==> config.mk <==
export PLATFORM = sky130hd
export DESIGN_NAME = imc2d_mac
export DESIGN_NICKNAME = d
export VERILOG_FILES = /design/src/hdl/indexed_masked_conv2d_unit_assert.svh /design/src/hdl/imc2d_pkg.sv /design/src/hdl/imc2d_mac.sv
export SDC_FILE = /design/constraint.sdc
export NUM_CORES = 1
export LEC_CHECK = 0
export ABC_AREA = 0
export BUFFER_PORTS_ARGS = -buffer_cell sky130_fd_sc_hd__buf_4
export CAP_MARGIN = 5
export CORE_MARGIN = 3
export CORE_UTILIZATION = 45
export DETAILED_ROUTE_END_ITERATION = 7
export MAX_ROUTING_LAYER = met4
export SLEW_MARGIN = 5
export SYNTH_ARGS = -nofsm -noshare
export SYNTH_HDL_FRONTEND = slang
export SYNTH_SLANG_ARGS = --single-unit
==> constraint.sdc <==
create_clock -name clk_i -period 6.1 [get_ports clk_i]
set_clock_uncertainty 0.15 [all_clocks]
set_input_delay 1.22 -clock clk_i [delete_from_list [all_inputs] [get_ports clk_i]]
set_output_delay 1.22 -clock clk_i [all_outputs]
set_load 0.05 [all_outputs]
==> src/hdl/indexed_masked_conv2d_unit_assert.svh <==
// ----------------------------------------------------------------------------
// indexed masked conv2d assertion macros
// shared property shapes for the concurrent checks of the conv2d unit
// ----------------------------------------------------------------------------
`ifndef INDEXED_MASKED_CONV2D_UNIT_ASSERT_SVH
`define INDEXED_MASKED_CONV2D_UNIT_ASSERT_SVH

// same-cycle implication, disabled during reset
`define IMC2D_ASSERT_IMPL(lbl, clk, rst_n, ante, cons) \
  lbl: assert property (@(posedge clk) disable iff (!rst_n) (ante) |-> (cons)) \
    else $error("same-cycle check failed");

// next-cycle implication, disabled during reset
`define IMC2D_ASSERT_NEXT(lbl, clk, rst_n, ante, cons) \
  lbl: assert property (@(posedge clk) disable iff (!rst_n) (ante) |=> (cons)) \
    else $error("next-cycle check failed");

`endif

==> src/hdl/imc2d_pkg.sv <==
// ----------------------------------------------------------------------------
// imc2d_pkg
// codes, widths and control types of the indexed masked conv2d unit
// ----------------------------------------------------------------------------
`default_nettype none

package imc2d_pkg;

  // exact q11.30 sum width
  localparam int SUM_W = 41;
  localparam int PROD_W = 32;
  localparam int SMP_W = 16;

  // config port address width (eight word registers)
  localparam int CFG_AW = 5;

  // item kinds
  localparam logic [1:0] KIND_PIXEL  = 2'd0;
  localparam logic [1:0] KIND_WEIGHT = 2'd1;
  localparam logic [1:0] KIND_CONV   = 2'd2;

  // result status
  localparam logic [1:0] STAT_OK  = 2'd0;
  localparam logic [1:0] STAT_SET = 2'd1;
  localparam logic [1:0] STAT_POS = 2'd2;

  // register indexes
  localparam logic [2:0] REG_IMAGE_ROWS   = 3'd0;
  localparam logic [2:0] REG_IMAGE_COLS   = 3'd1;
  localparam logic [2:0] REG_INPUT_DEPTH  = 3'd2;
  localparam logic [2:0] REG_OUTPUT_DEPTH = 3'd3;
  localparam logic [2:0] REG_KERNEL_ROWS  = 3'd4;
  localparam logic [2:0] REG_KERNEL_COLS  = 3'd5;
  localparam logic [2:0] REG_SET_COUNT    = 3'd6;
  localparam logic [2:0] REG_SAME_PAD     = 3'd7;

  // sequencer to mac control
  typedef struct packed {
    logic clear;
    logic valid;
  } mac_ctrl_t;

endpackage

`default_nettype wire

==> src/hdl/imc2d_mac.sv <==
// ----------------------------------------------------------------------------
// imc2d_mac
// shared multiply-accumulate: registered 16x16 product, exact 41-bit sum
// ----------------------------------------------------------------------------
`default_nettype none

module imc2d_mac (
  input  wire                                      clk_i,
  input  wire                                      rst_ni,
  input  wire imc2d_pkg::mac_ctrl_t                ctrl_i,
  input  wire logic signed [imc2d_pkg::SMP_W-1:0]  pixel_i,
  input  wire logic signed [imc2d_pkg::SMP_W-1:0]  weight_i,
  output logic signed [imc2d_pkg::SUM_W-1:0]       acc_o
);

  logic signed [imc2d_pkg::PROD_W-1:0] prod_q;
  logic                                prod_vld_q;
  logic signed [imc2d_pkg::SUM_W-1:0]  acc_d, acc_q;

  // product stage, payload only
  always_ff @(posedge clk_i) begin
    prod_q <= pixel_i * weight_i;
  end

  always_comb begin
    acc_d = acc_q;
    if (ctrl_i.clear) begin
      acc_d = '0;
    end else if (prod_vld_q) begin
      acc_d = acc_q + {{(imc2d_pkg::SUM_W - imc2d_pkg::PROD_W){prod_q[imc2d_pkg::PROD_W-1]}},
                       prod_q};
    end
  end

  always_ff @(posedge clk_i or negedge rst_ni) begin
    if (!rst_ni) begin
      prod_vld_q <= 1'b0;
      acc_q      <= '0;
    end else begin
      prod_vld_q <= ctrl_i.valid && !ctrl_i.clear;
      acc_q      <= acc_d;
    end
  end

  assign acc_o = acc_q;

endmodule

`default_nettype wire

== Word-level counts from Yosys, hierarchy flattened ==
Index checks and enable logic that the tools add are counted.

* Add/sub/neg operators: 1
* $mul: 1
* Muxes and demuxes: 2
* Reductions and logical operators: 3

{| class="wikitable"
|+ Operators by type and width
! operator !! count
|-
| 2-to-1 mux 41 bit || 2
|-
| adder 41 bit || 1
|-
| multiplier 16 x 16 -> 32 bit || 1
|-
| nonzero test 2 bit || 1
|-
| logical AND 1 bit || 1
|-
| logical NOT 1 bit || 1
|}

* Register bits: 74
* Input port bits: 36
* Output and inout bits: 41

== Depth between registers and ports, before layout ==
Gate-level depths: netlist of run 1.

* Word-level depth: 3
* Gate-level depth with buffers: 22
* Gate-level depth less buffers: 21

== Worst setup path before layout of run 1 ==
No wires, ideal clock.

* Kind: input to register
* Start: input pixel_i[15] (netlist bit)
* End: register prod_q[31] (netlist bit)
* Arrival time: 6638 ps
* Required time: 5878 ps
* Slack: -760 ps
* Stages on the path: 20
* Path buffers: 1
* Cells stage by stage: clkbuf_1 > nand2_1 > inv_1 > fa_1 > fa_1 > fa_1 > fa_1 > fa_1 > inv_1 > fa_1 > inv_1 > ha_1 > a21o_1 > a21oi_1 > o221ai_1 > a21oi_1 > o31ai_1 > a211o_1 > a21oi_1 > xnor2_1

* Word-level cells in the longest chain between the ends: 1

{| class="wikitable"
|+ RTL lines
! item !! RTL line !! text
|-
| start: declaration || imc2d_mac.sv:11 || <nowiki>input wire logic signed [imc2d_pkg::SMP_W-1:0] pixel_i,</nowiki>
|-
| multiplier 16 x 16 -> 32 bit || imc2d_mac.sv:22 || <nowiki>prod_q <= pixel_i * weight_i;</nowiki>
|-
| end signal: assignment || imc2d_mac.sv:22 ||
|-
| end: declaration || imc2d_mac.sv:16 || <nowiki>logic signed [imc2d_pkg::PROD_W-1:0] prod_q;</nowiki>
|}

No other way between the ends.
A chain may end at the register's enable or synchronous reset.

== Final worst setup path of run 1 ==
* Start: input weight_i[10] (netlist bit)
* End: register prod_q[30] (netlist bit)

* Word-level cells in the longest chain between the ends: 1

{| class="wikitable"
|+ RTL lines
! item !! RTL line !! text
|-
| start: declaration || imc2d_mac.sv:12 || <nowiki>input wire logic signed [imc2d_pkg::SMP_W-1:0] weight_i,</nowiki>
|-
| multiplier 16 x 16 -> 32 bit || imc2d_mac.sv:22 ||
|}

No other way between the ends.

==> results.sh, run 1 <==
export IMPL_hold_ws_ps=396
export IMPL_drt_vias_per_instance=5.09
export IMPL_crit_top_cell="fa_1"
export IMPL_insertion_delay_ps=350
export IMPL_reg2reg_depth=10
export IMPL_rsz0062_at_grt="yes"
export IMPL_ys_types=67
export IMPL_n_antenna_cell=0
export IMPL_firstDrtPassIters=5
export IMPL_cts_root_buffer="clkbuf_16"
export IMPL_worstPathMaxFanout=4
export IMPL_reg2reg_setup_slack_ps=2720
export IMPL_syn_area_um2=14400
export IMPL_slowest_stage="fa_1"
export IMPL_hold_depth=2
export IMPL_cts_tree="done"
export IMPL_crit_type="in2reg"
export IMPL_cts_hold_buffers=0
export IMPL_grt_use_total_pct=21.7
export IMPL_path_clk_slew_ps=60
export IMPL_routed_wirelength_um=34900
export IMPL_numClockSinks=74
export IMPL_syn_instance_count=1573
export IMPL_hold_start="acc_o[29]"
export IMPL_setup_violations=12
export IMPL_r2r_start="acc_o[0]"
export IMPL_finalCritPeriodShare_pct=104
export IMPL_antenna_found_initial=0
export IMPL_yosysWarnings=0
export IMPL_hold_viol_final=0
export IMPL_cts_made_buffers=9
export IMPL_grt_max_degree=46
export IMPL_grt_pass1_vias=11678
export IMPL_cap_violations=0
export IMPL_num_fill_cells=2799
export IMPL_dp_hpwl_um=30300
export IMPL_max_freq_mhz=158
export IMPL_slowest_delay_ps=560
export IMPL_fin_nets=2190
export IMPL_async_reset_ff_share_pct=56.8
export IMPL_vias=11037
export IMPL_slew_limit_headroom_pct=47.9
export IMPL_start_kind="input port"
export IMPL_synth_edff_count=0
export IMPL_cts_buffer_depth=2
export IMPL_r2r_end="acc_o[34]"
export IMPL_period_minus_slack_ps=6350
export IMPL_coreArea_um2=31000
export IMPL_routedWlPerCell_um=16.1
export IMPL_ios=77
export IMPL_drive_above_1_share_pct=21.6
export IMPL_io_buffer_count=76
export IMPL_drv_slew=0
export IMPL_min_path_type="reg2reg"
export IMPL_worstPathArrival_ps=6420
export IMPL_status="complete, but fails checks"
export IMPL_ant_nets=0
export IMPL_rows=64
export IMPL_cp_cell_sequence="buf_8 -> and2_4 -> fa_1 -> inv_2 -> fa_1 -> inv_1 -> fa_1 -> fa_1 -> fa_1 -> inv_2 -> fa_1 -> inv_2 -> ha_4 -> a21o_1 -> a21o_1 -> a221o_1 -> a211oi_2 -> nand2b_4 -> o21a_4 -> a221oi_4 -> xor2_1"
export IMPL_gp_congestion=0.885
export IMPL_drt_iter0_markers=446
export IMPL_seq_area_frac_synth_pct=11.8
export IMPL_areaGrowthSynthToFinish_pct=22.0
export IMPL_whs_endpoint="acc_o[29]"
export IMPL_syn_avg_cell_area_um2=9.13
export IMPL_final_cells=2170
export IMPL_worst_pin_slew_ps=779
export IMPL_die_x_um=185
export IMPL_ys_ff_latch=74
export IMPL_grt_pass1_wl_um=58700
export IMPL_dp_cells=2138
export IMPL_layout_setup_ws_ps=-246
export IMPL_crit_buf_inv=5
export IMPL_critPathTopFamily="adder cells"
export IMPL_initial_core_util_pct=46.4
export IMPL_synthFlopType="dfrtp_1"
export IMPL_violations="negative setup slack"
export IMPL_crit_path_end_kind="flip-flop"
export IMPL_die_area_um2=34100
export IMPL_cp_required_ps=6170
export IMPL_drc_errors=0
export IMPL_htree_levels=3
export IMPL_die_h_um=185
export IMPL_synth_nets=1994
export IMPL_grt_overflow_total=0
## logic make-up after synthesis
logic type / share of synthesized area, %
compound gates: 11.4
fa+ha+maj: 47.3
mux: 1.25
buf+inv: 9.14
simple gates: 15.5
xor+xnor: 3.72
flops: 11.8
## synth_stat cells (7+ instances only)
cell type  instances  area, um^2
or3_1              8        50.1
a211oi_1          10        75.1
dfrtp_1           42        1050
nand2_1          164         616
o21ai_0           30         150
and3_1             9        56.3
a221o_1            7        70.1
nor2_1            62         233
o211ai_1           7        52.6
clkbuf_1          46         173
nor3_1            12        60.1
a21o_1            36         270
o21bai_1           9        67.6
xor2_1            18         158
nand3_1           18        90.1
inv_1            293        1100
xnor2_1           43         377
dfxtp_1           32         641
nor2b_1            9        56.3
ha_1             122        1530
and2_1           131         820
a21oi_1           80         400
mux2i_1           18         180
fa_1             263        5270
## final cells by class
cell class                      count  area (um^2)  area share, %
Multi-Input combinational cell   1151        11900           67.7
Timing Repair Buffer              240         2050           11.7
Sequential cell                    74         1690           9.65
Inverter                          293         1100           6.30
Tap cell                          396          495           2.83
Clock buffer                       10          250           1.43
Clock inverter                      6         62.6          0.357
## metal layers
layer	GRT usage, %	up-vias	routed length, um
li1	-	5384	-
met1	30.9	5386	16900
met2	34.4	228	16000
met3	1.68	39	1300
met4	4.50	0	664
met5	-	-	0
## tightest hold or removal path: cells and delay by family, from the launching register on
family	cells	cell delay [ps]
AND/OR/NAND/NOR	1	60
flip-flops	1	370
AO/OA/AOI/OAI	1	70
## through the flow
step / setup slack, ps / utilization [%] / TNS [ps] / area, um^2
after floorplan: -389 / - / -2650 / 14700
after global placement: -679 / 53.6 / -8080 / 16600
after detailed placement: -724 / 53.6 / -9130 / 16600
after CTS: -241 / 55.4 / -1670 / 17200
after global routing: -421 / 56.5 / -4150 / 17500
final: -246 / 56.5 / -1740 / 17500
## what timing repair did
item	4_1_cts	5_1_grt
cloned	0	1
endpoints found under the setup margin	13	18
pin swaps	35	57
buffers inserted	7	11
resized for setup	48	88
## flip-flops by register name, summed over array words and instances, names as in the netlist
| register | count |
|---|---|
| prod_q | 32 |
| acc_o | 41 |
| prod_vld_q | 1 |
## layout by cell type (no fill, tap or decap), types with 18 or more instances in the layout
master,count
nor2_1,57
ha_1,106
xor2_1,18
and2_1,110
a21o_1,36
mux2i_1,18
a21oi_1,66
nand2_1,160
dfrtp_1,42
fa_2,22
o21ai_0,30
buf_6,35
dfxtp_1,32
buf_4,193
and2_4,21
inv_1,277
fa_1,241
xnor2_1,42
## worst max-delay path by stage
| stage | start | end | cells past startpoint | slack (ps) |
|---|---|---|---|---|
| 2_1_floorplan | pixel_i[5] | prod_q[30] | 21 | -390 |
| 3_3_place_gp | pixel_i[5] | prod_q[30] | 21 | -680 |
| 3_5_place_dp | pixel_i[5] | prod_q[28] | 21 | -720 |
| 4_1_cts | weight_i[10] | prod_q[30] | 21 | -240 |
| 5_1_grt | weight_i[15] | prod_q[31] | 22 | -420 |
| 6_report | weight_i[10] | prod_q[30] | 21 | -250 |
Power of run 1 is left out: the tool's default activity adds up to more than one toggle a clock period on the data nets, which glitch-free logic cannot reach.
==> run 2: changes to the inputs <==
- CTS_CLUSTER_SIZE: not set -> 10
- clock period: 6.1 -> 6.3 ns (I/O delays scaled with it)
==> results.sh, run 2 (synthesis gave the netlist of run 1 again) <==
export IMPL_cap_violations=0
export IMPL_drt_vias_per_instance=5.13
export IMPL_die_area_um2=34100
export IMPL_worstPathArrival_ps=6460
export IMPL_vias=11169
export IMPL_io_buffer_count=76
export IMPL_drc_errors=0
export IMPL_grt_overflow_total=0
export IMPL_violations="negative setup slack"
export IMPL_areaGrowthSynthToFinish_pct=21.7
export IMPL_top_layer="met4"
export IMPL_cts_root_buffer="clkbuf_16"
export IMPL_grt_pass1_vias=11690
export IMPL_status="complete, but fails checks"
export IMPL_finalCritPeriodShare_pct=101
export IMPL_antenna_found_initial=0
export IMPL_largest_reg_flops=41
export IMPL_wl_met2_um=16800
export IMPL_crit_top_cell="fa_1"
export IMPL_cp_required_ps=6370
export IMPL_ios=77
export IMPL_rows=64
export IMPL_htree_levels=3
export IMPL_final_cell_mix="278 x inv_1, 246 x fa_1, 215 x buf_4, 157 x nand2_1, 120 x and2_1"
export IMPL_period_minus_slack_ps=6390
export IMPL_grt_pass1_wl_um=59900
export IMPL_routed_wirelength_um=36200
export IMPL_worst_pin_slew_ps=801
export IMPL_coreArea_um2=31000
export IMPL_numClockSinks=74
export IMPL_cts_buffer_depth=2
export IMPL_critPathTopFamily="adder cells"
export IMPL_initial_core_util_pct=46.4
export IMPL_dp_slack_ps=-583
export IMPL_grt_use_total_pct=22.2
export IMPL_drt_iter0_markers=548
export IMPL_drive_above_1_share_pct=20.5
export IMPL_hold_viol_final=0
export IMPL_final_common_cell="inv_1"
export IMPL_slowest_stage="fa_1"
export IMPL_reg2reg_depth=10
export IMPL_grt_max_degree=46
export IMPL_cts_made_buffers=9
export IMPL_cts_hold_buffers=0
export IMPL_insertion_delay_ps=340
export IMPL_num_fill_cells=2861
export IMPL_wl_met1_um=17700
export IMPL_crit_cells=21
export IMPL_min_path_type="reg2reg"
export IMPL_route_met3_wl_um=1350
export IMPL_max_freq_mhz=156
export IMPL_hold_depth=1
export IMPL_fin_nets=2198
export IMPL_path_clk_slew_ps=70
export IMPL_n_antenna_cell=0
export IMPL_start_kind="input port"
export IMPL_gp_congestion=0.892
export IMPL_setup_violations=4
export IMPL_layout_setup_ws_ps=-89.9
export IMPL_drv_slew=0
export IMPL_slew_limit_headroom_pct=46.4
export IMPL_rsz0062_at_grt="yes"
export IMPL_ant_nets=0
export IMPL_crit_path_end_kind="flip-flop"
export IMPL_crit_type="in2reg"
export IMPL_slowest_delay_ps=540
export IMPL_routedWlPerCell_um=16.6
export IMPL_die_h_um=185
export IMPL_crit_buf_inv=5
export IMPL_cts_tree="done"
export IMPL_firstDrtPassIters=5
export IMPL_cp_cell_sequence="buf_12 -> and2_4 -> fa_1 -> inv_1 -> fa_1 -> fa_1 -> inv_2 -> fa_1 -> fa_1 -> inv_1 -> fa_1 -> inv_2 -> ha_4 -> a21o_1 -> a21o_1 -> a221o_1 -> a211oi_2 -> nand2b_4 -> o21a_4 -> a221oi_2 -> xor2_1"
export IMPL_die_x_um=185
export IMPL_worstPathMaxFanout=6
export IMPL_dp_hpwl_um=30800
-- run 2: area by class of cell --
| cell class | instances | area, um^2 | share of cell area, % |
|---|---|---|---|
| clock inverters | 7 | 78.8 | 0.451 |
| repair buffers | 248 | 2120 | 12.2 |
| well taps | 396 | 495 | 2.83 |
| flip-flops and latches | 74 | 1690 | 9.67 |
| inverters | 293 | 1100 | 6.29 |
| clock buffers | 9 | 225 | 1.29 |
| multi-input cells | 1151 | 11800 | 67.3 |
-- run 2: repair_timing --
item,CTS,global route
resized for setup,38,63
setup buffers,7,8
gates cloned,0,2
pin swaps,33,68
endpoints found under the setup margin,9,14
-- run 2: path summary, 6_finish.rpt --
path                            start          to  slack, ps
setup / recovery           pixel_i[9]  prod_q[30]        -90
hold / removal              acc_o[35]   acc_o[35]        390
setup reg to reg             acc_o[0]   acc_o[34]       2970
hold reg to reg             acc_o[35]   acc_o[35]        390
max in group asynchronous      rst_ni   acc_o[27]       4840
min in group asynchronous      rst_ni    acc_o[1]        760
-- run 2: worst reg2reg max path, cell delays in order, from the launching register on --
cell	delay, ps
dfrtp_1	400
ha_1	260
fa_1	420
a21o_1	240
a221oi_4	310
a21o_1	230
a211oi_1	140
o21a_1	280
or2_1	270
a31o_1	230
a221o_1	280
-- run 2: routing by layer --
metal | global-route usage [%] | vias up
li1 | - | 5404
met2 | 35.5 | 223
met4 | 3.54 | 0
met3 | 2.11 | 29
met5 | - | -
met1 | 31.7 | 5513
-- run 2: through the flow --
stage / utilization, % / cells / cell area (um^2) / hold slack [ps] / setup TNS (ps)
finish: 56.4 / 2178 / 17500 / 393 / -204
global route: 56.4 / 2178 / 17500 / 428 / -1700
floorplan: - / 1573 / 14600 / 410 / -1270
CTS: 55.4 / 2169 / 17200 / 405 / -421
detailed placement: 53.8 / 2146 / 16700 / 385 / -6250
global placement: 53.8 / 2146 / 16700 / 363 / -5160
Power of run 2 is left out for the same reason.
==> run 3: changes to the inputs <==
- SKIP_LAST_GASP: not set -> 1
==> results.sh, run 3 (synthesis gave the netlist of run 1 again) <==
export IMPL_final_cell_mix="278 x inv_1, 246 x fa_1, 215 x buf_4, 157 x nand2_1, 119 x and2_1"
export IMPL_rsz0062_at_grt="yes"
export IMPL_cts_made_buffers=9
export IMPL_grt_overflow_total=0
export IMPL_largest_reg_flops=41
export IMPL_numClockSinks=74
export IMPL_hold_viol_final=0
export IMPL_path_clk_slew_ps=70
export IMPL_coreArea_um2=31000
export IMPL_grt_max_degree=46
export IMPL_areaGrowthSynthToFinish_pct=21.7
export IMPL_max_freq_mhz=157
export IMPL_layout_setup_ws_ps=-88.0
export IMPL_die_x_um=185
export IMPL_finalCritPeriodShare_pct=101
export IMPL_worstPathMaxFanout=6
export IMPL_crit_top_cell="fa_1"
export IMPL_period_minus_slack_ps=6390
export IMPL_cts_buffer_depth=2
export IMPL_critPathTopFamily="adder cells"
export IMPL_firstDrtPassIters=5
export IMPL_drt_iter0_markers=544
export IMPL_tns_ps=-198
export IMPL_die_h_um=185
export IMPL_ant_nets=0
export IMPL_grt_pass1_vias=11695
export IMPL_n_antenna_cell=0
export IMPL_routedWlPerCell_um=16.7
export IMPL_insertion_delay_ps=340
export IMPL_start_kind="input port"
export IMPL_crit_path_end_kind="flip-flop"
export IMPL_initial_core_util_pct=46.4
export IMPL_worst_pin_slew_ps=820
export IMPL_drc_errors=0
export IMPL_slowest_delay_ps=540
export IMPL_drv_slew=0
export IMPL_status="complete, but fails checks"
export IMPL_drt_vias_per_instance=5.13
export IMPL_antenna_found_initial=0
export IMPL_grt_pass1_wl_um=59900
export IMPL_ios=77
export IMPL_gp_congestion=0.892
export IMPL_violations="negative setup slack"
export IMPL_rows=64
export IMPL_slew_limit_headroom_pct=45.1
export IMPL_cts_hold_buffers=0
export IMPL_crit_buf_inv=5
export IMPL_cp_required_ps=6370
export IMPL_io_buffer_count=76
export IMPL_final_core_util_pct=56.4
export IMPL_htree_levels=3
export IMPL_final_common_cell="inv_1"
export IMPL_hold_ws_ps=392
export IMPL_grt_use_total_pct=22.3
export IMPL_cap_violations=0
export IMPL_worstPathArrival_ps=6460
export IMPL_dp_hpwl_um=30800
export IMPL_min_path_type="reg2reg"
export IMPL_drive_above_1_share_pct=20.5
export IMPL_cp_cell_sequence="buf_8 -> and2_4 -> fa_1 -> inv_1 -> fa_1 -> fa_1 -> inv_2 -> fa_1 -> fa_1 -> inv_1 -> fa_1 -> inv_2 -> ha_4 -> a21o_1 -> a21o_1 -> a221o_1 -> a211oi_2 -> nand2b_4 -> o21a_4 -> a221oi_2 -> xor2_1"
export IMPL_routed_wirelength_um=36300
export IMPL_cts_root_buffer="clkbuf_16"
export IMPL_cts_tree="done"
export IMPL_vias=11180
export IMPL_crit_type="in2reg"
export IMPL_fin_nets=2198
export IMPL_setup_violations=4
export IMPL_dp_slack_ps=-583
export IMPL_die_area_um2=34100
export IMPL_slowest_stage="fa_1"
run 3: path summary, 6_finish.rpt:
path,from,end,slack [ps],depth (start not counted)
worst max-delay path,pixel_i[9],prod_q[30],-90,21
worst max register to register,acc_o[0],acc_o[34],2970,10
min in group asynchronous,rst_ni,acc_o[1],760,1
worst min-delay path,acc_o[35],acc_o[35],390,1
max in group asynchronous,rst_ni,acc_o[27],4840,1
worst min register to register,acc_o[35],acc_o[35],390,1
run 3: final cells by class:
cell class                      count  area [um^2]
Clock buffer                        9          225
Clock inverter                      7         78.8
Fill cell                        2856        13500
Inverter                          293         1100
Multi-Input combinational cell   1151        11800
Sequential cell                    74         1690
Tap cell                          396          495
Timing Repair Buffer              248         2110
run 3: what timing repair did:
item	CTS	global route
setup buffers	7	8
gates cloned	0	2
pin swaps	33	69
setup endpoints to repair	9	14
gates resized for setup	36	63
run 3: routing by layer:
metal	track usage (%)	routed length, um	vias up
met5	-	0	-
met4	3.54	358	0
met3	2.11	1370	25
met2	35.6	16900	227
met1	31.7	17700	5525
li1	-	-	5403
run 3: stage by stage:
step / cell area [um^2] / std cells
after floorplan: 14600 / 1573
after global placement: 16700 / 2146
after detailed placement: 16700 / 2146
after CTS: 17200 / 2169
after global routing: 17500 / 2178
final: 17500 / 2178
Power of run 3 is left out for the same reason.
